$ cat src/rtl/mcsw_pkg.sv
// ============================================================================
// mcsw_pkg
// Shared types and constants of the multicore stall watchdog monitor.
// ============================================================================
package mcsw_pkg;

    localparam int STAMP_W     = 32;
    localparam int NUM_CPUS_DEF = 4;

    // Event codes on the input mode field.
    localparam logic [1:0] MODE_SOFT   = 2'd0;
    localparam logic [1:0] MODE_HARD   = 2'd1;
    localparam logic [1:0] MODE_EXPIRE = 2'd2;

    // Configuration register indexes.
    localparam logic [1:0] CFG_MAX_STALL = 2'd0;
    localparam logic [1:0] CFG_CORE_SIZE = 2'd1;
    localparam logic [1:0] CFG_HOME_CPU  = 2'd2;

    // Reset values of the configuration registers.
    localparam logic [31:0] DEF_MAX_STALL_MS  = 32'd10000;
    localparam logic [2:0]  DEF_CPUS_PER_CORE = 3'd2;
    localparam logic [1:0]  DEF_HOME_CPU      = 2'd0;

    // Control of the stamp store.
    typedef struct packed {
        logic rd;       // read both stamps at the read address
        logic soft_we;  // write the soft stamp at the write address
        logic hard_we;  // write the hard stamp at the write address
        logic clear;    // forget every stamp (they read as zero)
    } t_store_ctl;

endpackage

$ cat src/rtl/mcsw_in_if.sv
// ============================================================================
// mcsw_in_if
// Event channel: valid/ready handshake carrying one heartbeat or expiry.
// ============================================================================
interface mcsw_in_if;
    logic        valid;
    logic        ready;
    logic [1:0]  mode;
    logic [1:0]  cpu;
    logic [31:0] now_ms;

    modport source (output valid, output mode, output cpu, output now_ms, input ready);
    modport sink   (input valid, input mode, input cpu, input now_ms, output ready);
endinterface

$ cat src/rtl/mcsw_out_if.sv
// ============================================================================
// mcsw_out_if
// Result channel: valid/ready handshake carrying one result per event.
// ============================================================================
interface mcsw_out_if;
    logic        valid;
    logic        ready;
    logic        restart_timers;
    logic        rebound;
    logic [1:0]  irq_cpu;
    logic [1:0]  worst_cpu;
    logic [31:0] worst_period;
    logic [3:0]  soft_stalled_mask;
    logic [3:0]  hard_stalled_mask;
    logic        stopped;

    modport source (
        output valid, output restart_timers, output rebound, output irq_cpu,
        output worst_cpu, output worst_period, output soft_stalled_mask,
        output hard_stalled_mask, output stopped, input ready
    );
    modport sink (
        input valid, input restart_timers, input rebound, input irq_cpu,
        input worst_cpu, input worst_period, input soft_stalled_mask,
        input hard_stalled_mask, input stopped, output ready
    );
endinterface

$ cat src/rtl/multicore_stall_watchdog_monitor_core.sv
// ============================================================================
// multicore_stall_watchdog_monitor_core
// Per-CPU heartbeat watchdog monitor with interrupt steering.
// ============================================================================
// Events enter on i_in (valid/ready); each transfer carries an event kind, the
// reporting CPU and the watchdog time in ms. Every event yields exactly one
// result transfer on o_out. The user must write configuration (i_cfg_we,
// i_cfg_idx, i_cfg_data) only while idle; the block does not enforce it.
//
// One event is processed at a time, and i_in.ready is high only while idle.
// A soft heartbeat, an ignored event or any event after stop goes straight
// to its result. A hard heartbeat sweeps the soft stamp RAM one entry a
// cycle; when it finds a stall it then sweeps the hard stamps of the threads
// of the stalled CPU's core below NUM_CPUS. An expiry event sweeps the first
// min(NUM_CPUS, 4) entries of both RAMs in parallel. The next event can be
// taken in the same cycle in which the result is offered on o_out.
// Each stamp RAM has a single read port, so a sweep reads one entry at a time.
//
// Reset clears the alive mask, the stop flag and all stamp valid bits, so
// every stamp reads as zero with no clearing pass. A result waits in the
// output register while the receiver stalls; the next event is still taken,
// and its result is held back until the output register is free.
// ============================================================================
module multicore_stall_watchdog_monitor_core
    import mcsw_pkg::*;
#(
    parameter int NUM_CPUS = NUM_CPUS_DEF
) (
    input  logic        i_clk,
    input  logic        i_rst_n,
    mcsw_in_if.sink     i_in,
    mcsw_out_if.source  o_out,
    input  logic        i_cfg_we,
    input  logic [1:0]  i_cfg_idx,
    input  logic [31:0] i_cfg_data
);

    // Index width of the stamp RAMs, and a scan counter wide enough to run
    // past the last CPU by a whole core.
    localparam int IW    = (NUM_CPUS > 1) ? $clog2(NUM_CPUS) : 1;
    localparam int SW    = $clog2(NUM_CPUS + 8);
    localparam int EXP_N = (NUM_CPUS < 4) ? NUM_CPUS : 4;
    localparam logic [SW-1:0] N_SW   = SW'(NUM_CPUS);
    localparam logic [SW-1:0] EXP_SW = SW'(EXP_N);

    typedef enum logic [2:0] {
        S_IDLE,
        S_DISPATCH,
        S_SOFT_SCAN,
        S_CORE_SCAN,
        S_EXPIRY_SCAN,
        S_FINISH
    } t_state;

    // A stamp is overdue when stamp plus limit, modulo 2^32, lies below now.
    function automatic logic over_limit(input logic [31:0] stamp,
                                        input logic [31:0] limit,
                                        input logic [31:0] now);
        logic [31:0] sum;
        sum = stamp + limit;
        return sum < now;
    endfunction

    t_state r_state;

    // Event being processed.
    logic [1:0]          r_mode;
    logic [1:0]          r_cpu;
    logic [31:0]         r_now;

    // Configuration and architectural state.
    logic [31:0]         r_max;
    logic [2:0]          r_cpc;
    logic [NUM_CPUS-1:0] r_alive;
    logic [1:0]          r_target;
    logic                r_halted;

    // Sweep control: issue side and the read returning in the cycle after issue.
    logic [SW-1:0]       r_iss;
    logic [2:0]          r_off;
    logic [IW-1:0]       r_base;
    logic                r_ret_vld;
    logic [IW-1:0]       r_ret_idx;
    logic [IW-1:0]       r_ret_base;

    // Working results.
    logic [31:0]         r_pmax;
    logic [IW-1:0]       r_worst;
    logic [IW-1:0]       r_wbase;
    logic                r_found;
    logic [1:0]          r_pick;
    logic                r_restart;
    logic                r_rebound;
    logic [3:0]          r_smask;
    logic [3:0]          r_hmask;

    // Output register.
    logic                r_o_valid;
    logic                r_o_restart;
    logic                r_o_rebound;
    logic [1:0]          r_o_irq;
    logic [1:0]          r_o_worst;
    logic [31:0]         r_o_period;
    logic [3:0]          r_o_smask;
    logic [3:0]          r_o_hmask;
    logic                r_o_stopped;

    t_store_ctl          w_ctl;
    logic [STAMP_W-1:0]  w_soft_q;
    logic [STAMP_W-1:0]  w_hard_q;
    logic [2:0]          w_size;
    logic                w_issue;
    logic                w_cpu_ok;
    logic [NUM_CPUS-1:0] w_alive_next;
    logic [31:0]         w_period;

    // A core size of zero counts as one thread per core.
    assign w_size   = (r_cpc == 3'd0) ? 3'd1 : r_cpc;
    assign w_cpu_ok = 32'(r_cpu) < NUM_CPUS;
    assign w_period = r_now - w_soft_q;

    always_comb begin
        w_alive_next = r_alive;
        if (w_cpu_ok) begin
            w_alive_next[IW'(r_cpu)] = 1'b1;
        end
    end

    // Whether the current sweep reads another entry this cycle.
    always_comb begin
        unique case (r_state)
            S_SOFT_SCAN:   w_issue = r_iss < N_SW;
            S_CORE_SCAN:   w_issue = (r_off < w_size) && (r_iss < N_SW);
            S_EXPIRY_SCAN: w_issue = r_iss < EXP_SW;
            default:       w_issue = 1'b0;
        endcase
    end

    always_comb begin
        w_ctl         = '0;
        w_ctl.rd      = w_issue;
        if (r_state == S_DISPATCH && !r_halted && w_cpu_ok) begin
            if (r_mode == MODE_SOFT) begin
                w_ctl.clear   = &w_alive_next;
                w_ctl.soft_we = ~&w_alive_next;
            end else if (r_mode == MODE_HARD) begin
                w_ctl.hard_we = 1'b1;
            end
        end
    end

    mcsw_stamp_store #(.NUM_CPUS(NUM_CPUS)) u_store (
        .i_clk    (i_clk),
        .i_rst_n  (i_rst_n),
        .i_ctl    (w_ctl),
        .i_raddr  (r_iss[IW-1:0]),
        .i_waddr  (IW'(r_cpu)),
        .i_wdata  (r_now),
        .o_soft_q (w_soft_q),
        .o_hard_q (w_hard_q)
    );

    always_ff @(posedge i_clk) begin
        if (!i_rst_n) begin
            r_state   <= S_IDLE;
            r_max     <= DEF_MAX_STALL_MS;
            r_cpc     <= DEF_CPUS_PER_CORE;
            r_target  <= DEF_HOME_CPU;
            r_alive   <= '0;
            r_halted  <= 1'b0;
            r_ret_vld <= 1'b0;
            r_o_valid <= 1'b0;
        end else begin
            if (r_o_valid && o_out.ready) begin
                r_o_valid <= 1'b0;
            end

            if (i_cfg_we) begin
                unique case (i_cfg_idx)
                    CFG_MAX_STALL: r_max    <= i_cfg_data;
                    CFG_CORE_SIZE: r_cpc    <= i_cfg_data[2:0];
                    CFG_HOME_CPU:  r_target <= i_cfg_data[1:0];
                    default: ;
                endcase
            end

            r_ret_vld  <= w_issue;
            r_ret_idx  <= r_iss[IW-1:0];
            r_ret_base <= r_base;

            unique case (r_state)
                S_IDLE: begin
                    if (i_in.valid) begin
                        r_mode  <= i_in.mode;
                        r_cpu   <= i_in.cpu;
                        r_now   <= i_in.now_ms;
                        r_state <= S_DISPATCH;
                    end
                end

                S_DISPATCH: begin
                    r_restart <= 1'b0;
                    r_rebound <= 1'b0;
                    r_smask   <= '0;
                    r_hmask   <= '0;
                    r_pmax    <= '0;
                    r_worst   <= '0;
                    r_wbase   <= '0;
                    r_found   <= 1'b0;
                    r_pick    <= r_cpu;
                    r_iss     <= '0;
                    r_off     <= '0;
                    r_base    <= '0;
                    r_state   <= S_FINISH;
                    if (!r_halted) begin
                        unique case (r_mode)
                            MODE_SOFT: begin
                                if (w_cpu_ok) begin
                                    if (&w_alive_next) begin
                                        r_alive   <= '0;
                                        r_restart <= 1'b1;
                                    end else begin
                                        r_alive <= w_alive_next;
                                    end
                                end
                            end
                            MODE_HARD: begin
                                if (w_cpu_ok) begin
                                    r_state <= S_SOFT_SCAN;
                                end
                            end
                            MODE_EXPIRE: begin
                                r_halted <= 1'b1;
                                r_state  <= S_EXPIRY_SCAN;
                            end
                            default: ;
                        endcase
                    end
                end

                S_SOFT_SCAN: begin
                    // Track the first CPU of each core alongside the issue
                    // index, so the core of the worst CPU is known without
                    // dividing by the core size.
                    if (w_issue) begin
                        r_iss <= r_iss + 1'b1;
                        if (r_off + 3'd1 == w_size) begin
                            r_off  <= '0;
                            r_base <= IW'(r_iss + 1'b1);
                        end else begin
                            r_off <= r_off + 3'd1;
                        end
                    end
                    if (r_ret_vld && (32'(r_ret_idx) != 32'(r_cpu))
                            && (r_pmax < w_period)) begin
                        r_pmax  <= w_period;
                        r_worst <= r_ret_idx;
                        r_wbase <= r_ret_base;
                    end
                    if (!w_issue && !r_ret_vld) begin
                        if (r_pmax > r_max) begin
                            r_iss   <= SW'(r_wbase);
                            r_off   <= '0;
                            r_state <= S_CORE_SCAN;
                        end else begin
                            r_state <= S_FINISH;
                        end
                    end
                end

                S_CORE_SCAN: begin
                    if (w_issue) begin
                        r_iss <= r_iss + 1'b1;
                        r_off <= r_off + 3'd1;
                    end
                    if (r_ret_vld && !r_found && !over_limit(w_hard_q, r_max, r_now)) begin
                        r_found <= 1'b1;
                        r_pick  <= 2'(r_ret_idx);
                    end
                    if (!w_issue && !r_ret_vld) begin
                        if (r_pick != r_target) begin
                            r_target  <= r_pick;
                            r_rebound <= 1'b1;
                        end
                        r_state <= S_FINISH;
                    end
                end

                S_EXPIRY_SCAN: begin
                    if (w_issue) begin
                        r_iss <= r_iss + 1'b1;
                    end
                    if (r_ret_vld) begin
                        if (over_limit(w_soft_q, r_max, r_now)) begin
                            r_smask[2'(r_ret_idx)] <= 1'b1;
                        end
                        if (over_limit(w_hard_q, r_max, r_now)) begin
                            r_hmask[2'(r_ret_idx)] <= 1'b1;
                        end
                    end
                    if (!w_issue && !r_ret_vld) begin
                        r_state <= S_FINISH;
                    end
                end

                S_FINISH: begin
                    if (!r_o_valid || o_out.ready) begin
                        r_o_valid   <= 1'b1;
                        r_o_restart <= r_restart;
                        r_o_rebound <= r_rebound;
                        r_o_irq     <= r_target;
                        r_o_worst   <= 2'(r_worst);
                        r_o_period  <= r_pmax;
                        r_o_smask   <= r_smask;
                        r_o_hmask   <= r_hmask;
                        r_o_stopped <= r_halted;
                        r_state     <= S_IDLE;
                    end
                end

                default: r_state <= S_IDLE;
            endcase
        end
    end

    assign i_in.ready              = (r_state == S_IDLE);
    assign o_out.valid             = r_o_valid;
    assign o_out.restart_timers    = r_o_restart;
    assign o_out.rebound           = r_o_rebound;
    assign o_out.irq_cpu           = r_o_irq;
    assign o_out.worst_cpu         = r_o_worst;
    assign o_out.worst_period      = r_o_period;
    assign o_out.soft_stalled_mask = r_o_smask;
    assign o_out.hard_stalled_mask = r_o_hmask;
    assign o_out.stopped           = r_o_stopped;

endmodule

$ cat src/rtl/mcsw_ram.sv
// ============================================================================
// mcsw_ram
// Generic single-write, single-read RAM with a registered read port.
// ============================================================================
module mcsw_ram #(
    parameter int WIDTH = 32,
    parameter int DEPTH = 4,
    localparam int AW   = (DEPTH > 1) ? $clog2(DEPTH) : 1
) (
    input  logic             i_clk,
    input  logic             i_we,
    input  logic [AW-1:0]    i_waddr,
    input  logic [WIDTH-1:0] i_wdata,
    input  logic             i_re,
    input  logic [AW-1:0]    i_raddr,
    output logic [WIDTH-1:0] o_rdata
);

    logic [WIDTH-1:0] r_mem [DEPTH];
    logic [WIDTH-1:0] r_rdata;

    always_ff @(posedge i_clk) begin
        if (i_we) begin
            r_mem[i_waddr] <= i_wdata;
        end
        if (i_re) begin
            r_rdata <= r_mem[i_raddr];
        end
    end

    assign o_rdata = r_rdata;

endmodule

$ cat src/rtl/mcsw_stamp_store.sv
// ============================================================================
// mcsw_stamp_store
// Soft and hard heartbeat stamps in two RAMs, with per-entry valid bits so
// that a stamp never written since reset or restart reads as zero.
// ============================================================================
module mcsw_stamp_store
    import mcsw_pkg::*;
#(
    parameter int NUM_CPUS = NUM_CPUS_DEF,
    localparam int IW      = (NUM_CPUS > 1) ? $clog2(NUM_CPUS) : 1
) (
    input  logic               i_clk,
    input  logic               i_rst_n,
    input  t_store_ctl         i_ctl,
    input  logic [IW-1:0]      i_raddr,
    input  logic [IW-1:0]      i_waddr,
    input  logic [STAMP_W-1:0] i_wdata,
    output logic [STAMP_W-1:0] o_soft_q,
    output logic [STAMP_W-1:0] o_hard_q
);

    logic [NUM_CPUS-1:0] r_soft_vld;
    logic [NUM_CPUS-1:0] r_hard_vld;
    logic                r_soft_qv;
    logic                r_hard_qv;
    logic [STAMP_W-1:0]  w_soft_ram_q;
    logic [STAMP_W-1:0]  w_hard_ram_q;

    mcsw_ram #(.WIDTH(STAMP_W), .DEPTH(NUM_CPUS)) u_soft_ram (
        .i_clk   (i_clk),
        .i_we    (i_ctl.soft_we),
        .i_waddr (i_waddr),
        .i_wdata (i_wdata),
        .i_re    (i_ctl.rd),
        .i_raddr (i_raddr),
        .o_rdata (w_soft_ram_q)
    );

    mcsw_ram #(.WIDTH(STAMP_W), .DEPTH(NUM_CPUS)) u_hard_ram (
        .i_clk   (i_clk),
        .i_we    (i_ctl.hard_we),
        .i_waddr (i_waddr),
        .i_wdata (i_wdata),
        .i_re    (i_ctl.rd),
        .i_raddr (i_raddr),
        .o_rdata (w_hard_ram_q)
    );

    always_ff @(posedge i_clk) begin
        if (!i_rst_n) begin
            r_soft_vld <= '0;
            r_hard_vld <= '0;
            r_soft_qv  <= 1'b0;
            r_hard_qv  <= 1'b0;
        end else begin
            if (i_ctl.clear) begin
                r_soft_vld <= '0;
                r_hard_vld <= '0;
            end else begin
                if (i_ctl.soft_we) begin
                    r_soft_vld[i_waddr] <= 1'b1;
                end
                if (i_ctl.hard_we) begin
                    r_hard_vld[i_waddr] <= 1'b1;
                end
            end
            if (i_ctl.rd) begin
                r_soft_qv <= r_soft_vld[i_raddr];
                r_hard_qv <= r_hard_vld[i_raddr];
            end
        end
    end

    assign o_soft_q = r_soft_qv ? w_soft_ram_q : '0;
    assign o_hard_q = r_hard_qv ? w_hard_ram_q : '0;

endmodule

$ cat src/flat_wrapper.sv
// flat-port wrapper written by rule: the top's interface ports become plain ports
module multicore_stall_watchdog_monitor_core_flat import mcsw_pkg::*;
#(
    parameter int NUM_CPUS = NUM_CPUS_DEF
)
  (i_clk, i_rst_n, i_cfg_we, i_cfg_idx, i_cfg_data, i_in_valid, i_in_mode, i_in_cpu, i_in_now_ms, i_in_ready, o_out_valid, o_out_restart_timers, o_out_rebound, o_out_irq_cpu, o_out_worst_cpu, o_out_worst_period, o_out_soft_stalled_mask, o_out_hard_stalled_mask, o_out_stopped, o_out_ready);
  mcsw_in_if i_in_i ();
  mcsw_out_if o_out_i ();
  input  logic i_clk;
  input  logic i_rst_n;
  input  logic i_cfg_we;
  input  logic [1:0] i_cfg_idx;
  input  logic [31:0] i_cfg_data;
  input wire logic [$bits(i_in_i.valid)-1:0] i_in_valid;
  input wire logic [$bits(i_in_i.mode)-1:0] i_in_mode;
  input wire logic [$bits(i_in_i.cpu)-1:0] i_in_cpu;
  input wire logic [$bits(i_in_i.now_ms)-1:0] i_in_now_ms;
  output wire logic [$bits(i_in_i.ready)-1:0] i_in_ready;
  output wire logic [$bits(o_out_i.valid)-1:0] o_out_valid;
  output wire logic [$bits(o_out_i.restart_timers)-1:0] o_out_restart_timers;
  output wire logic [$bits(o_out_i.rebound)-1:0] o_out_rebound;
  output wire logic [$bits(o_out_i.irq_cpu)-1:0] o_out_irq_cpu;
  output wire logic [$bits(o_out_i.worst_cpu)-1:0] o_out_worst_cpu;
  output wire logic [$bits(o_out_i.worst_period)-1:0] o_out_worst_period;
  output wire logic [$bits(o_out_i.soft_stalled_mask)-1:0] o_out_soft_stalled_mask;
  output wire logic [$bits(o_out_i.hard_stalled_mask)-1:0] o_out_hard_stalled_mask;
  output wire logic [$bits(o_out_i.stopped)-1:0] o_out_stopped;
  input wire logic [$bits(o_out_i.ready)-1:0] o_out_ready;
  assign i_in_i.valid = i_in_valid;
  assign i_in_i.mode = i_in_mode;
  assign i_in_i.cpu = i_in_cpu;
  assign i_in_i.now_ms = i_in_now_ms;
  assign i_in_ready = i_in_i.ready;
  assign o_out_valid = o_out_i.valid;
  assign o_out_restart_timers = o_out_i.restart_timers;
  assign o_out_rebound = o_out_i.rebound;
  assign o_out_irq_cpu = o_out_i.irq_cpu;
  assign o_out_worst_cpu = o_out_i.worst_cpu;
  assign o_out_worst_period = o_out_i.worst_period;
  assign o_out_soft_stalled_mask = o_out_i.soft_stalled_mask;
  assign o_out_hard_stalled_mask = o_out_i.hard_stalled_mask;
  assign o_out_stopped = o_out_i.stopped;
  assign o_out_i.ready = o_out_ready;
  multicore_stall_watchdog_monitor_core #(.NUM_CPUS(NUM_CPUS)) u_core (.i_clk(i_clk), .i_rst_n(i_rst_n), .i_in(i_in_i), .o_out(o_out_i), .i_cfg_we(i_cfg_we), .i_cfg_idx(i_cfg_idx), .i_cfg_data(i_cfg_data));
endmodule
$ cat config.mk
export PLATFORM = sky130hd
export DESIGN_NAME = multicore_stall_watchdog_monitor_core_flat
export DESIGN_NICKNAME = d
export VERILOG_FILES = /design/src/rtl/mcsw_pkg.sv /design/src/rtl/mcsw_in_if.sv /design/src/rtl/mcsw_out_if.sv /design/src/rtl/multicore_stall_watchdog_monitor_core.sv /design/src/rtl/mcsw_ram.sv /design/src/rtl/mcsw_stamp_store.sv /design/src/flat_wrapper.sv
export SDC_FILE = /design/constraint.sdc
export NUM_CORES = 1
export LEC_CHECK = 0
export ABC_AREA = 1
export BUFFER_PORTS_ARGS = -buffer_cell sky130_fd_sc_hd__buf_2
export CORE_MARGIN = 5
export CORE_UTILIZATION = 55
export DETAILED_ROUTE_END_ITERATION = 6
export PLACE_DENSITY = 0.72
export REMOVE_ABC_BUFFERS = 1
export SLEW_MARGIN = 20
export SYNTH_ARGS = -nofsm -noshare
export SYNTH_HDL_FRONTEND = slang
export SYNTH_SLANG_ARGS = --single-unit
$ cat constraint.sdc
create_clock -name i_clk -period 9.38 [get_ports i_clk]
set_input_delay 0 -clock i_clk [delete_from_list [all_inputs] [get_ports i_clk]]
set_output_delay 0 -clock i_clk [all_outputs]
set_load 0.03 [all_outputs]
Yosys cells after proc, flatten, opt, wreduce, memory -nomap -nowiden
Memories as Yosys holds them, arrays and structs flattened. A register that Yosys moved wholly into a read port is not among the register bits.
Index checks and enable logic that the tools add are counted.
Widths: inputs -> output; s select.
{"block": "op_classes", "add_sub_neg": 5, "n_mul": 0, "div_mod_pow": 0, "order_cmp": 11, "n_eq_ne": 26, "n_shift": 0, "muxes": 73, "bitwise": 8, "reduce_logical": 47}
{"cell": "$lt 32x32->1", "n": 3}
{"cell": "$mux 32", "n": 3}
{"cell": "$add 32x32->32", "n": 2}
{"cell": "$pmux 32 s2", "n": 1}
{"cell": "$mux 3", "n": 13}
{"cell": "$gt 32x32->1", "n": 1}
{"cell": "$mux 4", "n": 8}
{"cell": "$sub 32x32->32", "n": 1}
{"cell": "$ne 2x1->1 const B", "n": 13}
{"cell": "$reduce_and 4->1", "n": 6}
{"cell": "$mux 1", "n": 21}
{"cell": "$mux 2", "n": 10}
{"cell": "$or 4x4->4", "n": 5}
{"cell": "$reduce_and 3->1", "n": 6}
{"cell": "$pmux 2 s2", "n": 4}
{"cell": "$pmux 4 s2", "n": 2}
{"cell": "$pmux 3 s5", "n": 1}
{"cell": "$pmux 4 s3", "n": 1}
{"cell": "$logic_and 1x1->1", "n": 10}
{"cell": "$lt 2x3->1 const B", "n": 3}
{"cell": "$pmux 3 s3", "n": 1}
{"cell": "$reduce_and 2->1", "n": 4}
{"cell": "$reduce_or 2->1", "n": 4}
{"cell": "$logic_not 1->1", "n": 7}
{"cell": "other kinds (23)", "n": 40}
{"block": "word_totals", "reg_bits": 202, "latchBits": 0, "ramBits": 256, "rom_bits": 0, "input_bits": 75, "output_inout_bits": 49, "wordCells": 209, "memories": 2}
{"name": "u_core.u_store.u_hard_ram.r_mem", "words": 4, "word_bits": 32, "rd": 1, "rd_clocked_by_memory_dff": 1, "wr": 1, "line_no": "mcsw_ram.sv:19", "text": "logic [WIDTH-1:0] r_mem [DEPTH];"}
{"name": "u_core.u_store.u_soft_ram.r_mem", "words": 4, "word_bits": 32, "rd": 1, "rd_clocked_by_memory_dff": 1, "wr": 1, "line_no": "mcsw_ram.sv:19"}

Depth between registers and ports, before layout
{"block": "logic_depth", "depth_word": 11, "depth_mapped": 26, "depth_no_buf": 24}

By module
Synthesis repeated with hierarchy kept, for this count alone.
{"block": "hier_totals", "cells_unflattened": 3150, "hier_area_um2": 28915.2}
{"mod": "multicore_stall_watchdog_monitor_core", "instances": 1, "cells_per_inst": 1875, "area_per_inst_um2": 15155.8, "seq_area_each_um2": 5295.1}
{"mod": "mcsw_ram", "instances": 2, "cells_per_inst": 541, "area_per_inst_um2": 6398.6, "seq_area_each_um2": 4804.6}
{"mod": "mcsw_stamp_store", "instances": 1, "cells_per_inst": 193, "area_per_inst_um2": 962.2, "seq_area_each_um2": 200.2}

Least setup slack after synthesis
OpenSTA, ideal clock, no wires.
{"block": "synth_timing", "path_kind": "register to register", "start": "register u_core.u_store.r_soft_qv", "end": "register u_core.r_pmax[0] (enable)", "setup_ns": 0.441, "arrival_ns": 4.872, "required_ns": 8.939, "slack_ns": 4.067, "stages_incl_launch_ff": 23, "n_path_buf": 2, "period_less_slack_ns": 5.313, "cell_sequence": "dfxtp_1 -> clkbuf_1 -> clkbuf_1 -> nand2_1 -> inv_1 -> ha_1 -> inv_1 -> fa_1 -> nand3_1 -> nand2_1 -> a21oi_1 -> o21ai_1 -> a21oi_1 -> xor2_1 -> ha_1 -> nand2_1 -> o21a_1 -> o221ai_1 -> nand2_1 -> nand2_1 -> inv_1 -> nand2_1 -> a21oi_1"}
{"block": "synth_between", "elab_chain_cells": 6}
{"element": "start: declaration", "line_no": "mcsw_stamp_store.sv:24", "text": "logic r_soft_qv;"}
{"element": "start signal: assignment", "line_no": "mcsw_stamp_store.sv:68", "text": "r_soft_qv <= r_soft_vld[i_raddr];"}
{"element": "$mux 32", "line_no": "mcsw_stamp_store.sv:74", "text": "assign o_soft_q = r_soft_qv ? w_soft_ram_q : '0;"}
{"element": "$sub 32x32->32", "line_no": "multicore_stall_watchdog_monitor_core.sv:120", "text": "assign w_period = r_now - w_soft_q;"}
{"element": "$lt 32x32->1", "line_no": "multicore_stall_watchdog_monitor_core.sv:255", "text": "&& (r_pmax < w_period)) begin"}
{"element": "$logic_and 1x1->1", "line_no": "multicore_stall_watchdog_monitor_core.sv:255"}
{"element": "$ne 2x1->1 (no line)"}
{"element": "$reduce_and 3->1 (no line)"}
{"element": "end signal: assignment", "line_no": "multicore_stall_watchdog_monitor_core.sv:256", "text": "r_pmax <= w_period;"}
{"element": "end: declaration", "line_no": "multicore_stall_watchdog_monitor_core.sv:87", "text": "logic [31:0] r_pmax;"}
No other way between the ends.
A chain may end at the register's enable or synchronous reset.

Worst setup path after layout
{"block": "layout_timing", "start": "register u_core.u_store.r_soft_qv", "end": "register u_core.r_pmax[8] (enable)"}
Same word-level chain as after synthesis.

==> qor.txt <==
================================================================================
Final setup slack of the worst path ...............................      4.68 ns
Part of the power in combinational logic ..........................        13.7%
RSZ-0062 raised after global routing ..............................           no
Met2 routing resource usage after global routing ..................        46.9%
Global placement routability congestion ...........................        0.944
Run status ........................................................ finished, final reports clean
GR Util met3 ......................................................        4.10%
Top cell type's share of synthesized area .........................        51.1%
Num CTS Buffers ...................................................           53
Fillers ...........................................................         3945
Hold Fails Final Rpt ..............................................            0
Data required time of the worst path ..............................      9.68 ns
R2r endpoint ...................................................... u_core.r_pmax[8]$_SDFFCE_PN0P_
Category of the worst setup path capture point ....................         flop
Hold Crit Endpoint ................................................ u_core.r_max[3]$_SDFFE_PN0P_
Leak Pwr ..........................................................      12.9 nW
Synth cell types ..................................................           50
Drt first pass iters ..............................................            6
Post-route minimum period .........................................      4.70 ns
Via density .......................................................         5.79
Count of synthesis-stage warnings from yosys ......................            0
Number of antenna violations at the first check in global routing .            0
Path type of the worst setup path .................................   reg -> reg
Sw Share ..........................................................        26.0%
Global-route usage over all layers ................................        28.3%
Tightest Pin Transition ...........................................      1.01 ns
Post-layout nets ..................................................         3251
Layer carrying the most global-route usage ........................         met2
Worst path arrival time ...........................................      5.00 ns
DIE HEIGHT ........................................................       233 µm
Most frequent cell after synthesis ................................     edfxtp_1
Post-synthesis async set-or-reset flop share ......................           0%
Largest net degree at the start of global routing .................           81
Area of the placeable core ........................................   0.0491 mm²
Setup slack of the worst register-to-register path ................      4.68 ns
Sequential element share of the synthesized area ..................        55.3%
Footprint of the multi-input gates ................................   0.0109 mm²
Clock tree buffer depth ...........................................            3
Fin Clk Skew ......................................................    0.0200 ns
Number of sinks driven by the clock tree ..........................          522
EDFF count, synth .................................................          465
Post-place setup slack ............................................      4.49 ns
Clock share of power ..............................................        37.5%
Number of instances on the worst hold path ........................            4
Internal power of the cells .......................................      4.12 mW
Count of port buffers added during placement ......................          123
Average cell area after synthesis .................................     10.0 µm²
Top cells by area in the synthesized netlist ...................... edfxtp_1, ha_1, nand2_1
Total chip power ..................................................      5.57 mW
Final ANT Viol Nets ...............................................            0
Logic depth of the worst register-to-register path ................           23
Worst-path clk slew ...............................................      0.06 ns
Post-synthesis instance area ......................................   0.0273 mm²
Drt wl/cell .......................................................      21.2 µm
Commonest cells post-synth ........................................ edfxtp_1, nand2_1, nor2_1
Worst ir drop on vdd ..............................................       169 µV
Flops & latches, synth ............................................          522
Die Area ..........................................................   0.0542 mm²
Global-route wire length before repair ............................       118 mm
Final cell count without fillers ..................................         3652
Setup violators final .............................................            0
Timing-limited maximum frequency ..................................    0.213 GHz
Total detailed-routing wirelength .................................      77.3 mm
Worst slew slack as a fraction of its limit .......................        32.4%
Max-cap check violation count .....................................            0
Fin Setup TNS .....................................................         0 ns
Number of cells after detailed placement ..........................         3465
Number of DRC markers in iteration 0 ..............................         1890
Final slew viol count .............................................            0
Cell Rows .........................................................           81
Sequential power share ............................................        48.8%
Max Fanout on Critical Path .......................................           33
Total grt overflow ................................................            0
M1 GR Usage .......................................................        37.9%
Starting Density ..................................................        55.7%
I/O Pins ..........................................................          124
Area of all sequential standard cells .............................   0.0151 mm²
CP Launch Type ....................................................         flop
Critical Path Source .............................................. u_core.u_store.r_soft_qv$_SDFFE_PN0P_
Net load switching power ..........................................      1.44 mW
Library cell with the largest summed area after synthesis .........     edfxtp_1
Ant diodes ........................................................            0
CTS H-tree lvls ...................................................            2
Main flop type after synthesis ....................................     edfxtp_1
Hold Startpoint ...................................................      i_rst_n
Power per cell area ...............................................   177 mW/mm²
DP HPWL ...........................................................      55.7 mm
Number of buffers inserted to repair setup after CTS ..............            0
Worst hold-check path type ........................................    in -> reg
Post-CTS Resized ..................................................            0
Instance count of the mapped netlist ..............................         2722
Die Width .........................................................       233 µm
TritonCTS clock tree ..............................................         done
Via count of the first global-routing pass ........................        21199
Clock latency reported for the late side of the worst-skew pair ...      0.60 ns
Post-detailed-route DRC marker count ..............................            0
Final period util .................................................        50.1%
Routed vias .......................................................        21127
Origin of the critical flop-to-flop path .......................... u_core.u_store.r_soft_qv$_SDFFE_PN0P_
Area Overhead vs Synth ............................................        14.9%
Library cell used as clock root buffer ............................    clkbuf_16
Layout cells sized above 1 ........................................        8.47%
================================================================================
[layout by cell type, fill, tap and decap left out, types with 11 or more instances in the layout]
cell / instances
dfxtp_1: 57
edfxtp_1: 465
o22ai_1: 69
inv_1: 295
o21bai_1: 16
buf_4: 24
clkinv_1: 15
nor2_1: 324
nor3_1: 29
a31oi_1: 12
nor2_4: 11
a21oi_1: 241
nand4_1: 24
dlygate4sd3_1: 89
xnor2_1: 32
clkbuf_1: 13
xor2_1: 57
buf_2: 123
o211ai_1: 11
ha_1: 227
nand2_1: 377
a21o_1: 14
nand3_1: 62
o21a_1: 13
o21ai_0: 254
clkbuf_16: 53
[power groups by stage]
stage	Sequential, mW	Clock [mW]	Combinational [mW]
final	2.72	2.09	0.762
after global routing	2.72	2.21	0.853
after CTS	2.71	2.11	0.752
after detailed placement	2.76	0	0.719
after global placement	2.76	0	0.694
after floorplan	2.75	0	0.476
[routing by layer]
layer / share of wire, % / vias up
met4: 4.2 / 0
met1: 42 / 10190
met3: 6.9 / 177
met5: 0 / -
li1: - / 10011
met2: 47 / 749
[cells by family after synthesis]
group / Yosys count / synth area share (%)
adder cells (fa/ha/maj): 230 / 10.6
buffers and inverters: 370 / 5.14
XOR/XNOR: 89 / 2.86
AND/OR/NAND/NOR: 851 / 12.7
AO/OA/AOI/OAI: 660 / 13.3
flip-flops: 522 / 55.3
[layout make-up]
type                    instances  area share [%]
inverters                     302            3.63
repair buffers                237            5.47
clock inverters                29           0.954
multi-input cells            1830            34.7
well taps                     664            2.65
clock buffers                  68            4.47
flip-flops and latches        522            48.2
[worst max-delay path by stage]
stage | endpoint | cells after the start | slack, ns
final | u_core.r_pmax[8]$_SDFFCE_PN0P_ | 23 | 4.68
after CTS | u_core.r_worst[0]$_SDFFCE_PN0P_ | 22 | 4.47
after global placement | u_core.r_pmax[1]$_SDFFCE_PN0P_ | 21 | 4.69
after global routing | u_core.r_pmax[8]$_SDFFCE_PN0P_ | 23 | 4.39
after detailed placement | u_core.r_pmax[2]$_SDFFCE_PN0P_ | 22 | 4.49
after floorplan | u_core.r_pmax[0]$_SDFFCE_PN0P_ | 18 | 3.96
[flip-flops by register name, summed over array words and instances, names as in the netlist, 32 cells and up]
name and count:
u_core.u_store.u_soft_ram.r_mem 128, u_core.r_pmax 32, u_core.u_store.u_hard_ram.r_mem 128, u_core.r_max 32
u_core.u_store.u_hard_ram.o_rdata 32, u_core.r_now 32, u_core.o_out.worst_period 32, u_core.u_store.u_soft_ram.o_rdata 32
[worst max-delay path, cell delays in order, from the launching register on]
cell and delay [ns]:
dfxtp_1 0.32, buf_4 0.34, nand2_1 0.10, inv_1 0.09, ha_1 0.14, inv_1 0.07
fa_1 0.43, nand3_1 0.12, nand2_1 0.10, a21oi_1 0.35, o21bai_1 0.17, nand4_1 0.15
nand3_1 0.10, xnor2_1 0.23, ha_1 0.28, nand2_1 0.10, o21a_1 0.13, o22ai_1 0.07
nor3_1 0.15, nand2_1 0.09, inv_1 0.06, nand2_1 0.09, a21oi_4 0.46, buf_16 0.24
[timing repair]
item	CTS	global route
endpoints found under the hold margin	77	0
hold buffers	89	0
endpoints found under the setup margin	0	0
[through the flow]
stage	util, %	area, µm²	hold WS, ns
6_report	63.9	31400	0.0357
5_1_grt	63.9	31400	0.0647
4_1_cts	63.9	31300	0.00787
3_5_place_dp	58.6	28700	0.178
3_3_place_gp	58.6	28700	0.177
2_1_floorplan	-	27000	0.0986
(Power assumes the default switching activity.)
